==> src/rtl/core/tsp_pkg.sv <==
`timescale 1ns / 1ps

package tsp_pkg;

   localparam int CHAR_W     = 8;
   localparam int VAL_W      = 14;
   localparam int NUM_FIELDS = 7;
   localparam int RSP_DATA_W = 64;

   localparam logic [CHAR_W-1:0] TERM_CHAR = 8'h7E;
   localparam logic [VAL_W-1:0]  SAT_MAX   = 14'd16383;

   localparam logic [VAL_W-1:0] YEAR_MIN   = 14'd1900;
   localparam logic [VAL_W-1:0] YEAR_MAX   = 14'd9999;
   localparam logic [VAL_W-1:0] HOUR_MAX   = 14'd23;
   localparam logic [VAL_W-1:0] MINSEC_MAX = 14'd59;
   localparam logic [VAL_W-1:0] MSEC_MAX   = 14'd999;

   // field slots in arrival order
   localparam logic [2:0] FLD_DAY   = 3'd0;
   localparam logic [2:0] FLD_MONTH = 3'd1;
   localparam logic [2:0] FLD_YEAR  = 3'd2;
   localparam logic [2:0] FLD_HOUR  = 3'd3;
   localparam logic [2:0] FLD_MIN   = 3'd4;
   localparam logic [2:0] FLD_SEC   = 3'd5;
   localparam logic [2:0] FLD_MSEC  = 3'd6;
   localparam logic [2:0] FLD_PAST  = 3'd7;

   typedef enum logic [1:0] {
      PH_BLANK  = 2'd0,
      PH_SIGN   = 2'd1,
      PH_DIGITS = 2'd2,
      PH_DONE   = 2'd3
   } phase_type;

   typedef enum logic [1:0] {
      FP_NONE = 2'd0,
      FP_GOOD = 2'd1,
      FP_BAD  = 2'd2
   } punct_type;

   function automatic logic is_sep(input logic [CHAR_W-1:0] c);
      return (c == "-") || (c == "_") || (c == ":") || (c == ".") || (c == ",");
   endfunction

   function automatic logic is_punct(input logic [CHAR_W-1:0] c);
      return (c >= 8'd33 && c <= 8'd47) || (c >= 8'd58 && c <= 8'd64) ||
             (c >= 8'd91 && c <= 8'd96) || (c >= 8'd123 && c <= 8'd126);
   endfunction

   function automatic logic is_blank(input logic [CHAR_W-1:0] c);
      return (c == " ") || (c >= 8'd9 && c <= 8'd13);
   endfunction

   function automatic logic is_digit(input logic [CHAR_W-1:0] c);
      return (c >= "0") && (c <= "9");
   endfunction

   // x mod 25 for x < 256: quotient by reciprocal 41/1024, exact in this range
   function automatic logic [4:0] mod25(input logic [7:0] x);
      logic [13:0] prod;
      logic [3:0]  quo;
      logic [7:0]  sub;
      prod = 14'(x) * 14'd41;
      quo  = prod[13:10];
      sub  = 8'(quo * 8'd25);
      return 5'(x - sub);
   endfunction

   // first character in the low byte
   function automatic logic [23:0] pack3(input logic [7:0] a, input logic [7:0] b,
                                         input logic [7:0] c);
      return {c, b, a};
   endfunction

   function automatic logic [3:0] month_by_name(input logic [23:0] w);
      logic [3:0] m;
      m = 4'd0;
      if (w == pack3("J", "A", "N")) m = 4'd1;
      if (w == pack3("F", "E", "B")) m = 4'd2;
      if (w == pack3("M", "A", "R")) m = 4'd3;
      if (w == pack3("A", "P", "R")) m = 4'd4;
      if (w == pack3("M", "A", "Y")) m = 4'd5;
      if (w == pack3("J", "U", "N")) m = 4'd6;
      if (w == pack3("J", "U", "L")) m = 4'd7;
      if (w == pack3("A", "U", "G")) m = 4'd8;
      if (w == pack3("S", "E", "P")) m = 4'd9;
      if (w == pack3("O", "C", "T")) m = 4'd10;
      if (w == pack3("N", "O", "V")) m = 4'd11;
      if (w == pack3("D", "E", "C")) m = 4'd12;
      return m;
   endfunction

   function automatic logic [4:0] month_len(input logic [3:0] m, input logic leap);
      logic [4:0] len;
      case (m)
         4'd1, 4'd3, 4'd5, 4'd7, 4'd8, 4'd10, 4'd12: len = 5'd31;
         4'd4, 4'd6, 4'd9, 4'd11:                    len = 5'd30;
         4'd2:                                       len = leap ? 5'd29 : 5'd28;
         default:                                    len = 5'd0;
      endcase
      return len;
   endfunction

   // days in the months before m, common year
   function automatic logic [8:0] days_before(input logic [3:0] m);
      logic [8:0] d;
      case (m)
         4'd1:    d = 9'd0;
         4'd2:    d = 9'd31;
         4'd3:    d = 9'd59;
         4'd4:    d = 9'd90;
         4'd5:    d = 9'd120;
         4'd6:    d = 9'd151;
         4'd7:    d = 9'd181;
         4'd8:    d = 9'd212;
         4'd9:    d = 9'd243;
         4'd10:   d = 9'd273;
         4'd11:   d = 9'd304;
         4'd12:   d = 9'd334;
         default: d = 9'd0;
      endcase
      return d;
   endfunction

endpackage

==> src/rtl/core/timestamp_string_parser.sv <==
`timescale 1ns / 1ps
// Date-time string parser.
// Input channel req_*: one character per beat in req_tdata[7:0]; '~' closes
// the string. Fields (day, month, year, hour, minute, second, millisecond)
// are split at - _ : . and commas; the month may be digits or a three-letter
// name in any letter case. Each field keeps its first FIELD_CHARS characters.
// Result channel rsp_*: one beat per closing '~', none for other characters.
// rsp_tuser carries the valid flag; when it is low every field in rsp_tdata
// is zero.
// Latency: the result beat appears in the cycle after the '~' beat is taken.
// Throughput: one character per cycle while result beats are taken; each
// character only touches small accumulators (constant multiply by ten), and
// the end-of-string checks fit between parser state and result register.
// Reset clears the parser and drops any pending result. The parser also
// returns to its reset state after each '~'.
// When the receiver stalls, the result register holds its beat and req_tready
// drops until that beat is taken; input is accepted again in the same cycle
// the result leaves.

module timestamp_string_parser #(
   parameter int FIELD_CHARS = 10
) (
   input  logic                              clock,
   input  logic                              reset,
   input  logic                              req_tvalid,
   output logic                              req_tready,
   input  logic [tsp_pkg::CHAR_W-1:0]        req_tdata,   // [7:0] char_in
   output logic                              rsp_tvalid,
   input  logic                              rsp_tready,
   // [13:0] year, [17:14] month, [22:18] day, [31:23] day_of_year,
   // [36:32] hour, [42:37] minute, [48:43] second, [58:49] millisecond,
   // [63:59] zero
   output logic [tsp_pkg::RSP_DATA_W-1:0]    rsp_tdata,
   output logic                              rsp_tuser    // [0] valid_res
);
   import tsp_pkg::*;

   localparam int CNT_W = $clog2(FIELD_CHARS + 1);

   // ---------------------------------------------------------------
   // Parser state
   // ---------------------------------------------------------------
   logic [2:0]       field_idx_ff, field_idx_in;
   logic [CNT_W-1:0] char_cnt_ff, char_cnt_in;
   phase_type        phase_ff, phase_in;
   logic [VAL_W-1:0] field_val_ff [NUM_FIELDS];
   logic [VAL_W-1:0] field_val_in [NUM_FIELDS];
   logic [23:0]      mon_letters_ff, mon_letters_in;
   logic             mon_numeric_ff, mon_numeric_in;
   punct_type        punct_ff, punct_in;
   logic             last_dot_ff, last_dot_in;
   logic [CNT_W-1:0] msec_cnt_ff, msec_cnt_in;
   logic [4:0]       year_mod25_ff, year_mod25_in;   // feeds the leap rule

   logic                  rsp_tvalid_ff, rsp_tvalid_in;
   logic [RSP_DATA_W-1:0] rsp_tdata_ff, rsp_tdata_in;
   logic                  rsp_tuser_ff, rsp_tuser_in;

   logic             req_fire;
   logic             is_term;
   logic [CHAR_W-1:0] ch;

   assign ch         = req_tdata;
   assign req_tready = !rsp_tvalid_ff || rsp_tready;
   assign req_fire   = req_tvalid && req_tready;
   assign is_term    = (ch == TERM_CHAR);

   // ---------------------------------------------------------------
   // Per-character update
   // ---------------------------------------------------------------
   logic             take;
   logic             accum;
   logic [VAL_W-1:0] cur_val;
   logic [3:0]       digit;
   logic [17:0]      acc_sum;
   logic [VAL_W-1:0] acc_val;
   logic [7:0]       mod_arg;
   logic [CHAR_W-1:0] upper_ch;

   always_comb begin
      take    = (field_idx_ff != FLD_PAST) && (char_cnt_ff < CNT_W'(FIELD_CHARS));
      cur_val = (field_idx_ff != FLD_PAST) ? field_val_ff[field_idx_ff] : '0;
      digit   = 4'(ch - "0");
      acc_sum = {cur_val, 3'b000} + {3'b000, cur_val, 1'b0} + 18'(digit);
      acc_val = (acc_sum > 18'(SAT_MAX)) ? SAT_MAX : acc_sum[VAL_W-1:0];
      mod_arg = 8'({year_mod25_ff, 3'b000} + {year_mod25_ff, 1'b0}) + 8'(digit);
      upper_ch = (ch >= "a" && ch <= "z") ? ch - 8'd32 : ch;

      // digit accept per number phase; leading blanks hold the phase, a leading '+' moves it to the sign phase
      accum    = 1'b0;
      phase_in = phase_ff;
      case (phase_ff)
         PH_BLANK: begin
            if (is_blank(ch)) begin
               phase_in = PH_BLANK;
            end else if (ch == "+") begin
               phase_in = PH_SIGN;
            end else if (is_digit(ch)) begin
               accum    = 1'b1;
               phase_in = PH_DIGITS;
            end else begin
               phase_in = PH_DONE;
            end
         end
         PH_SIGN, PH_DIGITS: begin
            if (is_digit(ch)) begin
               accum    = 1'b1;
               phase_in = PH_DIGITS;
            end else begin
               phase_in = PH_DONE;
            end
         end
         default: phase_in = PH_DONE;
      endcase

      field_idx_in   = field_idx_ff;
      char_cnt_in    = char_cnt_ff;
      field_val_in   = field_val_ff;
      mon_letters_in = mon_letters_ff;
      mon_numeric_in = mon_numeric_ff;
      punct_in       = punct_ff;
      last_dot_in    = last_dot_ff;
      msec_cnt_in    = msec_cnt_ff;
      year_mod25_in  = year_mod25_ff;

      if (req_fire && !is_term) begin
         if (punct_ff == FP_NONE && is_punct(ch)) begin
            punct_in = (ch == "," || ch == "-") ? FP_GOOD : FP_BAD;
         end
         if (is_sep(ch)) begin
            // close the field, open the next
            last_dot_in = (ch == ".");
            if (field_idx_ff != FLD_PAST) field_idx_in = field_idx_ff + 3'd1;
            char_cnt_in = '0;
            phase_in    = PH_BLANK;
         end else if (take) begin
            if (field_idx_ff == FLD_MONTH) begin
               if (char_cnt_ff == '0) mon_numeric_in = is_digit(ch);
               if (char_cnt_ff < CNT_W'(3)) begin
                  case (char_cnt_ff[1:0])
                     2'd0:    mon_letters_in[7:0]   = mon_letters_ff[7:0]   | upper_ch;
                     2'd1:    mon_letters_in[15:8]  = mon_letters_ff[15:8]  | upper_ch;
                     default: mon_letters_in[23:16] = mon_letters_ff[23:16] | upper_ch;
                  endcase
               end
            end
            if (accum) begin
               field_val_in[field_idx_ff] = acc_val;
               if (field_idx_ff == FLD_YEAR) year_mod25_in = mod25(mod_arg);
            end
            char_cnt_in = char_cnt_ff + CNT_W'(1);
            if (field_idx_ff == FLD_MSEC) msec_cnt_in = char_cnt_ff + CNT_W'(1);
         end else begin
            phase_in = phase_ff;
         end
      end else begin
         phase_in = phase_ff;
      end
   end

   // ---------------------------------------------------------------
   // End-of-string checks, evaluated on the state before the '~'
   // ---------------------------------------------------------------
   logic [VAL_W-1:0] day_v, year_v, hour_v, min_v, sec_v, msec_v, mon_v;
   logic             div4, div100, div400, leap;
   logic             msec_ok, ok_fields, ok;
   logic [3:0]       mon4;
   logic [9:0]       msec_out;
   logic [8:0]       doy;

   always_comb begin
      day_v  = field_val_ff[FLD_DAY];
      year_v = field_val_ff[FLD_YEAR];
      hour_v = field_val_ff[FLD_HOUR];
      min_v  = field_val_ff[FLD_MIN];
      sec_v  = field_val_ff[FLD_SEC];
      msec_v = field_val_ff[FLD_MSEC];
      mon_v  = mon_numeric_ff ? field_val_ff[FLD_MONTH]
                              : VAL_W'(month_by_name(mon_letters_ff));
      mon4   = mon_v[3:0];

      div4   = (year_v[1:0] == 2'd0);
      div100 = div4 && (year_mod25_ff == 5'd0);
      div400 = (year_v[3:0] == 4'd0) && (year_mod25_ff == 5'd0);
      leap   = (div4 && !div100) || div400;

      // scaled millisecond limits replace a wide multiply in the check
      if (last_dot_ff && msec_cnt_ff == CNT_W'(1)) begin
         msec_ok  = (msec_v <= VAL_W'(9));
         msec_out = 10'({6'd0, msec_v[3:0]} * 10'd100);
      end else if (last_dot_ff && msec_cnt_ff == CNT_W'(2)) begin
         msec_ok  = (msec_v <= VAL_W'(99));
         msec_out = 10'({3'd0, msec_v[6:0]} * 10'd10);
      end else begin
         msec_ok  = (msec_v <= MSEC_MAX);
         msec_out = msec_v[9:0];
      end

      ok_fields = (punct_ff == FP_GOOD) && (year_v >= YEAR_MIN) && (year_v <= YEAR_MAX) &&
                  (mon_v >= VAL_W'(1)) && (mon_v <= VAL_W'(12)) &&
                  (hour_v <= HOUR_MAX) && (min_v <= MINSEC_MAX) &&
                  (sec_v <= MINSEC_MAX) && msec_ok;
      ok  = ok_fields && (day_v >= VAL_W'(1)) &&
            (day_v <= VAL_W'(month_len(mon4, leap)));
      doy = days_before(mon4) + 9'(day_v[4:0]) + 9'(leap && (mon4 > 4'd2));

      rsp_tvalid_in = rsp_tvalid_ff && !rsp_tready;
      rsp_tdata_in  = rsp_tdata_ff;
      rsp_tuser_in  = rsp_tuser_ff;
      if (req_fire && is_term) begin
         rsp_tvalid_in = 1'b1;
         rsp_tuser_in  = ok;
         rsp_tdata_in  = '0;
         if (ok) begin
            rsp_tdata_in[13:0]  = year_v;
            rsp_tdata_in[17:14] = mon4;
            rsp_tdata_in[22:18] = day_v[4:0];
            rsp_tdata_in[31:23] = doy;
            rsp_tdata_in[36:32] = hour_v[4:0];
            rsp_tdata_in[42:37] = min_v[5:0];
            rsp_tdata_in[48:43] = sec_v[5:0];
            rsp_tdata_in[58:49] = msec_out;
         end
      end
   end

   // ---------------------------------------------------------------
   // Registers; '~' returns the parser to its reset state
   // ---------------------------------------------------------------
   always_ff @(posedge clock) begin
      if (reset || (req_fire && is_term)) begin
         field_idx_ff   <= FLD_DAY;
         char_cnt_ff    <= '0;
         phase_ff       <= PH_BLANK;
         for (int i = 0; i < NUM_FIELDS; i++) field_val_ff[i] <= '0;
         mon_letters_ff <= '0;
         mon_numeric_ff <= 1'b0;
         punct_ff       <= FP_NONE;
         last_dot_ff    <= 1'b0;
         msec_cnt_ff    <= '0;
         year_mod25_ff  <= '0;
      end else begin
         field_idx_ff   <= field_idx_in;
         char_cnt_ff    <= char_cnt_in;
         phase_ff       <= phase_in;
         field_val_ff   <= field_val_in;
         mon_letters_ff <= mon_letters_in;
         mon_numeric_ff <= mon_numeric_in;
         punct_ff       <= punct_in;
         last_dot_ff    <= last_dot_in;
         msec_cnt_ff    <= msec_cnt_in;
         year_mod25_ff  <= year_mod25_in;
      end
   end

   always_ff @(posedge clock) begin
      if (reset) begin
         rsp_tvalid_ff <= 1'b0;
      end else begin
         rsp_tvalid_ff <= rsp_tvalid_in;
      end
      rsp_tdata_ff <= rsp_tdata_in;
      rsp_tuser_ff <= rsp_tuser_in;
   end

   assign rsp_tvalid = rsp_tvalid_ff;
   assign rsp_tdata  = rsp_tdata_ff;
   assign rsp_tuser  = rsp_tuser_ff;

   // ---------------------------------------------------------------
   // Assertions
   // ---------------------------------------------------------------
   a_term_gives_beat: assert property (@(posedge clock) disable iff (reset)
      req_fire && is_term |=> rsp_tvalid_ff)
      else $error("terminator did not produce a result beat");

   a_beat_from_term: assert property (@(posedge clock) disable iff (reset)
      $rose(rsp_tvalid_ff) |-> $past(req_fire && is_term))
      else $error("result beat without a terminator");

   a_term_clears: assert property (@(posedge clock) disable iff (reset)
      req_fire && is_term |=> field_idx_ff == FLD_DAY && char_cnt_ff == '0 &&
                              punct_ff == FP_NONE)
      else $error("parser state not cleared after terminator");

   a_invalid_zero: assert property (@(posedge clock) disable iff (reset)
      rsp_tvalid_ff && !rsp_tuser_ff |-> rsp_tdata_ff == '0)
      else $error("invalid result carries nonzero fields");

   a_valid_ranges: assert property (@(posedge clock) disable iff (reset)
      rsp_tvalid_ff && rsp_tuser_ff |-> rsp_tdata_ff[17:14] != 4'd0 &&
         rsp_tdata_ff[17:14] <= 4'd12 && rsp_tdata_ff[22:18] != 5'd0 &&
         rsp_tdata_ff[31:23] != 9'd0)
      else $error("valid result out of range");

endmodule
==> config.mk <==
export PLATFORM = sky130hd
export DESIGN_NAME = timestamp_string_parser
export DESIGN_NICKNAME = d
export VERILOG_FILES = /design/src/rtl/core/tsp_pkg.sv /design/src/rtl/core/timestamp_string_parser.sv
export SDC_FILE = /design/constraint.sdc
export NUM_CORES = 1
export LEC_CHECK = 0
export BUFFER_PORTS_ARGS = -buffer_cell sky130_fd_sc_hd__buf_4
export CORE_UTILIZATION = 25
export DETAILED_ROUTE_END_ITERATION = 10
export PLACE_DENSITY = 0.45
export SYNTH_ARGS = -nofsm -noshare
export SYNTH_HDL_FRONTEND = slang
export SYNTH_SLANG_ARGS = --single-unit
==> constraint.sdc <==
create_clock -name clock -period 7.8 [get_ports clock]
set_input_delay 1.17 -clock clock [delete_from_list [all_inputs] [get_ports clock]]
set_output_delay 1.17 -clock clock [all_outputs]
set_load 0.03 [all_outputs]
# Word-level counts from Yosys, hierarchy flattened
# Memories as Yosys holds them, arrays and structs flattened.
# Index checks and enable logic that the tools add are counted.
# Widths: inputs -> output; s select.
dict set report totals {
  ff_bits 205
  out_inout_bits 67
  mem_bits_ro 144
  word_cells 233
  memories 1
  input_bits 12
}
# memory words word_bits read_ports rd_ports_with_merged_regs wr line
set mem_list {}
lappend mem_list {{(no name shown)} 16 9 1 0 0 tsp_pkg.sv:108} ;# case (m)
dict set report op_classes {
  magnitude_cmp 32
  n_eq_ne 42
  n_mux 42
  reduce_logical 71
  n_mul 4
  add_sub_neg 11
  bitwise_logic 7
}
# op n
set ops {}
lappend ops {{$eq 24x23->1 const B} 12}
lappend ops {{$bwmux 98} 1}
lappend ops {{$mux 14} 6}
lappend ops {{$mux 4} 13}
lappend ops {{$eq 8x6->1 const B} 6}
lappend ops {{$bmux 14 s3} 1}
lappend ops {{$demux 14 s3} 1}
lappend ops {{$le 8x7->1 const B} 4}
lappend ops {{$logic_and 1x1->1} 30}
lappend ops {{$ge 14x1->1 const B} 2}
lappend ops {{$le 14x4->1 const B} 2}
lappend ops {{$le 14x6->1 const B} 2}
lappend ops {{$ge 8x6->1 const B} 3}
lappend ops {{$ge 8x7->1 const B} 3}
lappend ops {{$or 8x8->8} 3}
lappend ops {{$eq 4x4->1 const B} 5}
lappend ops {{$mux 10} 2}
lappend ops {{$add 17x15->18} 1}
lappend ops {{$add 18x4->18} 1}
lappend ops {{$gt 18x14->1 const B} 1}
lappend ops {{$reduce_and 6->1} 3}
lappend ops {{$eq 4x3->1 const B} 4}
lappend ops {{$eq 8x7->1 const B} 2}
lappend ops {{$le 8x6->1 const B} 2}
lappend ops {{other kinds (56)} 99}

# Longest topological paths before layout
dict set report depth {
  ltp_word 25
  depth_mapped 26
  ltp_nobuf 26
}

# Least setup slack after synthesis
# OpenSTA, ideal clock, no wires.
dict set report synth_timing {
  path_type {input to register}
  start {input req_tdata[3] (netlist name)}
  end {register year_mod25_ff[4]}
  n_path_buf 0
  path_slack_ns 1.442
  setup_time_ns 0.070
  stages 25
  arrival_ns 6.288
  path_cell_list {fa_1 > inv_1 > fa_1 > inv_1 > a21o_1 > a21oi_1 > xnor2_1 > fa_1 > ha_1 > ha_1 > nand4_1 > o21bai_1 > a21o_1 > a21oi_1 > o21bai_1 > xor2_1 > ha_1 > fa_1 > inv_1 > fa_1 > nand2_1 > nand3b_1 > xnor2_1 > xnor3_1 > a21oi_1}
}
dict set report synth_via {
  elab_chain_len 7
  word_cells_on_any_way 34
  cone_classes {add/sub (3); mul (2); order compare (4); eq/ne (8); mux (4); bitwise (1); reduce/logical (12)}
}
# item line
set synth_lines {}
lappend synth_lines {{from (decl)} timestamp_string_parser.sv:27} ;# input logic [tsp_pkg::CHAR_W-1:0] req_tdata,
lappend synth_lines {{parallel branches: the longest is 7 deep, another holds $mul 8x6->14} n/a}
lappend synth_lines {{to (signal assigned)} timestamp_string_parser.sv:252} ;# year_mod25_ff <= year_mod25_in;
lappend synth_lines {{to (decl)} timestamp_string_parser.sv:53} ;# logic [4:0] year_mod25_ff, year_mod25_in;
# Parallel ways; which one is timed is not known.
# A chain may end at the register's enable or synchronous reset.

# Worst setup path after layout
# Same ends and word-level chain as after synthesis.

==> impl_metrics.yaml <==
run_status:
  violations: "design-rule violations"
  outcome: "finished with violations"
route:
  via_per_inst: 5.022
  drt_iter0_markers: 798
  met1_length_mm: 18.31
  drt_first_pass_iters: 8
  detail-route-antenna-nets: 0
  dr_wl_met3_mm: 1.977
  drc: 1
  wl_met2_mm: 17.26
  drt-total-wl_mm: 38.16
  routed.top_layer: "met4"
  vias: 10530
  routedWlPerCell_um: 18.20
worst_setup_path:
  r2r_slack_ps: 1860
  cp.required_ps: 8280
  endpoint_kind: "flip-flop"
  cpMostUsedCell: "fa_1"
  r2r_cells: 25
  cp_num_buf_inv: 4
  critPathTopFamily: "adder cells"
  critPathSlowestCell: "fa_1"
  cp_max_fo: 12
  worst_ep_arrival_time_ps: 6880
  path_depth: 26
  critPathLaunchType: "primary input"
  slowest_delay_ps: 570
  path_class: "primary input to flip-flop"
grt:
  grt_first_pass_wirelength_mm: 59.71
  antenna_found_initial: 0
  grt_overflow: 0
  grt_max_degree: 100
  grt_pass1_vias: 10150
  grt.total_usage_pct: 14.81
clock_tree:
  clock_sinks: 205
  post-cts-setup-buffer-count: 0
  clock_latency_ps: 550
  htree_levels: 1
  ctsLongestPathBuffers: 3
  cts_resized: 0
  holdBufCountCts: 0
  cts.clk_slew.worst_paths_ps: 60
  cts_tree: "yes"
  cts_buffers: 26
  clockRootBuffer: "clkbuf_16"
placed_design:
  dp_slack_ps: 782.3
  place_area_um2: 13770
  hpwlAfterDp_mm: 27.18
  gp_congestion: 0.8315
  portBuffers: 73
  dp.cells: 2049
sta:
  slew_violations: 0
  rsz0062_at_grt: "false"
  finalSetupViolCount: 0
  post-route-min-period_ps: 6404
  finalWorstSetupSlack_ps: 1396
  fin_skew_ps: 13.52
  fin_crit_sh_pct: 82.10
  slew_headroom_pct: 15.01
  tns_ps: 0
  hold_viol: 0
  worst_pin_slew_ps: 1272
  max_freq_ghz: 0.1561
floorplanning:
  core_um2: 49970
  die-area_um2: 51440
  io_pins: 79
  die_x_um: 226.8
  rows: 82
  initial_core_util_pct: 25.29
  die_h_um: 226.8
min_path:
  holdCritPathClass: "flip-flop to flip-flop"
  hold_depth: 2
synthesis:
  synthCells: 1375
  synth.distinct_cells: 83
  ys_ff_latch: 205
  syn_avg_cell_area_um2: 9.189
  yosysTopAreaCellShare_pct: 22.97
  synth.largest_area_cell: "dfxtp_1"
  ys_async_sr_fraction_pct: 0
  yosysWarnings: 0
  synthFlopType: "dfxtp_1"
  synth_edf_count: 60
  seq_area_frac_synth_pct: 37.24
  synth_area_um2: 12630
  ys_top_cells_by_area: "dfxtp_1, edfxtp_1, ha_1"
pwr:
  p_per_area_nw_per_um2: 166.9
  p_leak_nw: 5.852
  vdd_drop_max_mv: 0.1373
finish:
  synthToLayoutAreaGrowth_pct: 15.85
  num-nets-final: 1553
  drive_gt1_share_pct: 11.72
  utilization_pct: 29.30
  n_fill_cell: 5340
  mostFrequentLayoutCells: "dfxtp_1, o21ai_0, ha_1, nor2_1, a31oi_1"
  finalNonFillerCells: 2097
  postLayoutCellArea_um2: 14640
  antenna-diode-count: 0
  final_common_cell: "dfxtp_1"
job:
  cap_violations: 0
## where the power goes
part | switching (mW) | total (mW) | internal [mW] | leakage (nW)
Combinational | 0.0870 | 0.125 | 0.0381 | 3.59
Clock | 0.479 | 1.22 | 0.740 | 0.420
Sequential | 0.00498 | 1.10 | 1.09 | 1.84
## tightest hold or removal path: stages, from the launching register on
cell and delay [ps]:
dfxtp_1 310, nand2_1 50, a21oi_1 50
## cell families after synthesis
family	count (synthesis)	synth area share, %
other	1	0.02968
and+or+nand+nor	394	17.54
DFF	205	37.24
buffers and inverters	141	4.744
muxes	39	3.268
AOI/OAI and AO/OA	422	20.33
xor gates and xnor gates	37	2.674
adders and majority gates	136	14.18
## layout make-up
| class | instances | area [µm²] | share of cell area, % |
|---|---|---|---|
| Timing Repair Buffer | 87 | 665.6 | 4.547 |
| Multi-Input combinational cell | 1033 | 7362 | 50.29 |
| Tap cell | 672 | 840.8 | 5.744 |
| Sequential cell | 205 | 4706 | 32.15 |
| Inverter | 52 | 195.2 | 1.333 |
| Clock inverter | 12 | 115.1 | 0.7864 |
| Clock buffer | 36 | 753.2 | 5.146 |
## metal layers
metal | global-route usage (%) | vias up
li1 | - | 5146
met2 | 23.85 | 300
met3 | 1.620 | 40
met1 | 20.87 | 5045
met5 | 0 | -
met4 | 3.814 | 0
## registers in the layout (all words and copies together), names as in the netlist
signal	cells
rsp_tdata	59
mon_letters_ff	24
day_v	14
field_val_ff	14
hour_v	14
min_v	14
msec_v	14
sec_v	14
year_v	14
year_mod25_ff	5
char_cnt_ff	4
msec_cnt_ff	4
field_idx_ff	3
phase_ff	2
punct_ff	2
last_dot_ff	1
mon_numeric_ff	1
rsp_tuser	1
rsp_tvalid	1
## per-stage QoR
step                      power [mW]  hold slack, ps
after detailed placement       1.248           465.6
final                          2.443           464.2
after global placement         1.246           454.2
after global routing           2.534           492.9
after floorplan                1.209           427.1
after CTS                      2.482           472.4
## worst paths after layout
check / endpoint / from
max: year_mod25_ff[4] / req_tdata[3]
min: last_dot_ff / last_dot_ff
max reg2reg: year_mod25_ff[4] / year_mod25_ff[0]
min reg2reg: last_dot_ff / last_dot_ff
## cells in the mapped netlist (23+ instances only)
| master | n |
|---|---|
| and2_1 | 47 |
| ha_1 | 124 |
| a31oi_1 | 109 |
| edfxtp_1 | 60 |
| xnor2_1 | 23 |
| dfxtp_1 | 145 |
| a21oi_1 | 86 |
| mux2i_1 | 30 |
| o21ai_0 | 131 |
| inv_1 | 49 |
| clkbuf_1 | 59 |
| nor2_1 | 123 |
| nand2_1 | 49 |
No activity file was read; power rests on OpenSTA's default activity.
